File: src/sv/mmcpn_pkg.sv
// Shared types and constants for the masked max cross-product norm unit.
// Used by mmcpn_ctrl, mmcpn_datapath and masked_max_cross_product_norm_unit.
package mmcpn_pkg;

    // Field widths fixed by the interface
    localparam int COMPONENT_BITS_DEF = 16;
    localparam int IN_W               = 16;
    localparam int OUT_W              = 32;

    // Register port
    localparam int PADDR_W = 3;
    localparam int PDATA_W = 32;

    // Register indexes (paddr[2])
    localparam logic REG_MAG_EN = 1'b0;
    localparam logic REG_FRZ_EN = 1'b1;

    // Controller states
    typedef enum logic [2:0] {
        ST_IDLE,
        ST_CROSS,
        ST_SQUARE,
        ST_SUM,
        ST_UPDATE,
        ST_ROOT,
        ST_EMIT
    } state_t;

    // Commands from controller to datapath
    typedef struct packed {
        logic accept;     // capture products, mask decision and last flag
        logic xprod;      // form cross-product magnitudes
        logic square;     // square the magnitudes
        logic sum;        // add the three squares
        logic update;     // fold sum into running maximum
        logic root_load;  // load square-root unit from updated maximum
        logic root_step;  // one two-bit step of the square root
        logic emit;       // load output register and clear running state
    } cmd_t;

    // Status from datapath to controller
    typedef struct packed {
        logic last;       // request in flight is the last of its set
    } sts_t;

endpackage

File: src/sv/mmcpn_ctrl.sv
// Controller: sequences one request through the datapath, runs the
// square-root steps and owns both handshakes. Depends on mmcpn_pkg.
module mmcpn_ctrl
    import mmcpn_pkg::*;
#(
    parameter int CB = COMPONENT_BITS_DEF
) (
    input  logic aclk,
    input  logic aresetn,
    input  logic s_valid,
    output logic s_ready,
    output logic m_valid,
    input  logic m_ready,
    input  sts_t sts,
    output cmd_t cmd
);

    localparam int ROOT_STEPS = 2 * CB;
    localparam int CNT_W      = $clog2(ROOT_STEPS + 1);

    state_t           state_reg, state_next;
    logic [CNT_W-1:0] cnt_reg, cnt_next;
    logic             out_valid_reg, out_valid_next;
    logic             out_free;

    assign out_free = !out_valid_reg || m_ready;

    // Next state
    always_comb begin
        state_next = state_reg;
        unique case (state_reg)
            ST_IDLE:   if (s_valid) state_next = ST_CROSS;
            ST_CROSS:  state_next = ST_SQUARE;
            ST_SQUARE: state_next = ST_SUM;
            ST_SUM:    state_next = ST_UPDATE;
            ST_UPDATE: state_next = sts.last ? ST_ROOT : ST_IDLE;
            ST_ROOT:   if (cnt_reg == CNT_W'(1)) state_next = ST_EMIT;
            ST_EMIT:   if (out_free) state_next = ST_IDLE;
            default:   state_next = ST_IDLE;
        endcase
    end

    // Outputs and commands
    always_comb begin
        cmd     = '0;
        s_ready = 1'b0;
        unique case (state_reg)
            ST_IDLE: begin
                s_ready    = 1'b1;
                cmd.accept = s_valid;
            end
            ST_CROSS:  cmd.xprod  = 1'b1;
            ST_SQUARE: cmd.square = 1'b1;
            ST_SUM:    cmd.sum    = 1'b1;
            ST_UPDATE: begin
                cmd.update    = 1'b1;
                cmd.root_load = sts.last;
            end
            ST_ROOT:   cmd.root_step = 1'b1;
            ST_EMIT:   cmd.emit      = out_free;
            default: ;
        endcase
    end

    // Root step counter
    always_comb begin
        cnt_next = cnt_reg;
        if (cmd.root_load) begin
            cnt_next = CNT_W'(ROOT_STEPS);
        end else if (cmd.root_step) begin
            cnt_next = cnt_reg - CNT_W'(1);
        end
    end

    // Output valid: set on load, cleared when taken
    always_comb begin
        out_valid_next = out_valid_reg;
        if (cmd.emit) begin
            out_valid_next = 1'b1;
        end else if (m_ready) begin
            out_valid_next = 1'b0;
        end
    end

    always_ff @(posedge aclk) begin
        if (!aresetn) begin
            state_reg     <= ST_IDLE;
            cnt_reg       <= '0;
            out_valid_reg <= 1'b0;
        end else begin
            state_reg     <= state_next;
            cnt_reg       <= cnt_next;
            out_valid_reg <= out_valid_next;
        end
    end

    assign m_valid = out_valid_reg;

`ifndef ASSERT_OFF
    // One request at a time: no accept right after an accept
    a_single_item: assert property (@(posedge aclk) disable iff (!aresetn)
        s_valid && s_ready |=> !s_ready)
        else $error("request accepted while previous one in flight");

    // Root unit starts with a full step count
    a_root_start: assert property (@(posedge aclk) disable iff (!aresetn)
        cmd.root_load |=> (state_reg == ST_ROOT) && (cnt_reg == CNT_W'(ROOT_STEPS)))
        else $error("square root not started correctly");

    // A pending result is never overwritten
    a_no_overwrite: assert property (@(posedge aclk) disable iff (!aresetn)
        cmd.emit |-> (!out_valid_reg || m_ready))
        else $error("output register overwritten");

    // A result appears only after the emit step
    a_result_source: assert property (@(posedge aclk) disable iff (!aresetn)
        $rose(out_valid_reg) |-> $past(state_reg == ST_EMIT))
        else $error("result shown without emit");
`endif

endmodule

File: config.mk
export PLATFORM = sky130hd
export DESIGN_NAME = mmcpn_ctrl
export DESIGN_NICKNAME = d
export VERILOG_FILES = /design/src/sv/mmcpn_pkg.sv /design/src/sv/mmcpn_ctrl.sv
export SDC_FILE = /design/constraint.sdc
export NUM_CORES = 1
export LEC_CHECK = 0
export ABC_AREA = 1
export BUFFER_PORTS_ARGS = -buffer_cell sky130_fd_sc_hd__buf_2
export CAP_MARGIN = 40
export CELL_PAD_IN_SITES_DETAIL_PLACEMENT = 1
export CELL_PAD_IN_SITES_GLOBAL_PLACEMENT = 1
export CORE_MARGIN = 2
export CORE_UTILIZATION = 35
export DETAILED_ROUTE_END_ITERATION = 8
export PLACE_DENSITY = 0.86
export SYNTH_ARGS = -nofsm -noshare
export SYNTH_HDL_FRONTEND = slang
export SYNTH_SLANG_ARGS = --single-unit
File: constraint.sdc
create_clock -name aclk -period 3.1 [get_ports aclk]
set_clock_uncertainty 0.1 [all_clocks]
set_input_delay 0 -clock aclk [delete_from_list [all_inputs] [get_ports aclk]]
set_output_delay 0 -clock aclk [all_outputs]
set_load 0.02 [all_outputs]
==> results.yml <==
synth:
  synth_xor_area_frac: 0.0146
  syn_area_per_cell_um2: 6.51
  ys_seq_area_frac: 0.334
  synthesis.area_um2: 599
  synth_compound_area_frac: 0.0939
  synth_top_family_by_area: "simple AND/OR/NAND/NOR gates"
  yosysWarnings: 0
  yosys.area_share.adder: 0.0418
  yosys_register_bits: 10
  synthCells: 92
  synth.mux.area_fraction: 0
  synth_nets: 99
  yosysUniqueCellTypes: 20
  yosys.area_share.simple: 0.382
critical_path:
  crit_type: "flip-flop to flip-flop"
  start_kind: "flip-flop"
  crit_arrival_ns: 1.65
  cp.required_ns: 3.21
  worstSetupEndpointType: "flip-flop"
  crit_fanout: 6
layout:
  drive_gt1_frac: 0.225
  final_common_cell: "nand2_1"
  fin_nets: 120
  area_growth_pct: 22.5
  fill_cells: 224
  layout_common_cells: "nand2_1 (20), inv_1 (18), buf_2 (14)"
  largest_reg_flops: 6
  layout.area.seq_um2: 200
  multiInputGateArea_um2: 319
  diodes: 0
timing:
  whs_ns: 0.0125
  fmax_mhz: 650
  final-max-slew-violation-count: 0
  worstMarginPinSlew_ns: 0.274
  fin_tns_setup_ns: 0
  setup_viol: 0
  rsz0062_at_grt: "no"
  fin_crit_sh: 0.496
  relSlewSlack: 0.817
  hold_viol: 0
  fin_crit_ns: 1.54
cts:
  cts_buffers: 3
  clock-root-buffer: "clkbuf_4"
  cts_resized: 0
  insertion_delay_ns: 0.27
  cts.sinks: 10
  cts_buffer_depth: 2
  clk_pin_slew_ns: 0.06
  h-tree-depth: 1
  cts_tree: "done"
  holdBufCountCts: 3
  cts_setup_buffers: 0
drt:
  dr.pass1.iters: 2
  drt-wirelength-per-cell_um: 12.1
  finalWirelength_um: 1540
  vias_per_cell: 4.83
  ant_nets: 0
  drc: 0
  dr.first_iter.drc_count: 5
  vias: 613
power:
  leakage_nw: 0.391
  netSwitchingPower_mw: 0.284
  power_density_nw_per_um2: 809
  ir_drop_mv: 0.329
  p_clk_frac: 0.149
  p_int_mw: 0.310
  switching_share: 0.478
  seqPwrFrac: 0.336
  combPwrFrac: 0.514
global_route:
  grt_pass1_vias: 641
  overflow: 0
  grt_max_degree: 9
  grt_pass1_wl_um: 2590
  grt_usage: 0.181
  antenna_found_initial: 0
hold_path:
  min_path_type: "input port to flip-flop"
job:
  maxCapViolations: 0
floorplanning:
  dieArea_um2: 2060
  io_pins: 15
  chipWidth_um: 45.4
  start_util: 0.384
  rows: 14
  core_um2: 1560
  die_height_um: 45.4
place:
  dpl.hpwl_um: 1210
  port_buffers: 14
  gp_congestion: 0.781
status:
  status: "finished, final reports clean"
[worst max-delay path, stage by stage, from the launching register on]
cell	delay, ns
dfxtp_1	0.46
nand2_1	0.10
nor2_1	0.13
nor2_1	0.06
nor2_1	0.09
dlygate4sd3_1	0.54
[power by group through the flow]
stage | sequential (mW) | clock, mW | combinational (mW)
6_report | 0.200 | 0.0886 | 0.306
5_1_grt | 0.204 | 0.0992 | 0.345
4_1_cts | 0.200 | 0.0937 | 0.309
3_5_place_dp | 0.202 | 0 | 0.304
3_3_place_gp | 0.201 | 0 | 0.296
2_1_floorplan | 0.194 | 0 | 0.225
[worst paths after layout]
path / cells after the start / to / from / slack [ns]
hold reg to reg: 2 / cnt_reg[5]$_SDFFE_PN0P_ / cnt_reg[5]$_SDFFE_PN0P_ / 0.38
setup / recovery: 5 / m_valid$_SDFFE_PN0P_ / state_reg[2]$_SDFFE_PN0P_ / 1.56
setup reg to reg: 5 / m_valid$_SDFFE_PN0P_ / state_reg[2]$_SDFFE_PN0P_ / 1.56
hold / removal: 5 / state_reg[2]$_SDFFE_PN0P_ / sts / 0.01
[cell type report]
| cell class | count | share of cell area |
|---|---|---|
| tap | 16 | 0.0273 |
| clock buffer | 3 | 0.0307 |
| multi-input combinational | 62 | 0.434 |
| inverter | 19 | 0.0988 |
| timing repair buffer | 17 | 0.136 |
| sequential | 10 | 0.273 |
[synthesized netlist by cell type]
| library cell | n | share of area |
|---|---|---|
| nor3_1 | 2 | 0.017 |
| nand3b_1 | 1 | 0.013 |
| nand3_1 | 8 | 0.067 |
| nand3_4 | 1 | 0.029 |
| a21oi_2 | 1 | 0.015 |
| nor2_1 | 11 | 0.069 |
| xor2_1 | 1 | 0.015 |
| inv_1 | 18 | 0.11 |
| clkinv_2 | 1 | 0.0083 |
| a21oi_1 | 6 | 0.050 |
| nand2_2 | 2 | 0.021 |
| o21bai_1 | 1 | 0.013 |
| nand2_1 | 20 | 0.13 |
| buf_4 | 1 | 0.013 |
| nor2_2 | 2 | 0.021 |
| dfxtp_1 | 10 | 0.33 |
| ha_1 | 2 | 0.042 |
| or2_2 | 1 | 0.010 |
| o21ai_0 | 2 | 0.017 |
| or2_0 | 1 | 0.010 |
[metal layers]
| layer | part of all wire | track usage | vias to the layer above |
|---|---|---|---|
| li1 | - | - | 322 |
| met1 | 0.43 | 0.178 | 281 |
| met2 | 0.53 | 0.332 | 8 |
| met3 | 0.035 | 0.0595 | 2 |
| met4 | 0.012 | 0.0882 | 0 |
| met5 | 0 | 0 | - |
[kinds of logic after synthesis]
kind of cell / after synthesis
AO/OA/AOI/OAI: 10
XOR/XNOR: 1
adder cells (fa/ha/maj): 2
buffers and inverters: 20
flip-flops: 10
AND/OR/NAND/NOR: 49
[stage by stage]
stage / power (mW) / util / cells / area [um2] / setup slack (ns)
2_1_floorplan: 0.419 / - / 92 / 599 / 1.77
3_3_place_gp: 0.496 / 0.437 / 121 / 682 / 1.76
3_5_place_dp: 0.507 / 0.437 / 121 / 682 / 1.71
4_1_cts: 0.602 / 0.471 / 127 / 734 / 1.57
5_1_grt: 0.648 / 0.471 / 127 / 734 / 1.45
6_report: 0.594 / 0.471 / 127 / 734 / 1.56
Note: power is estimated with default switching activity, not from simulation.
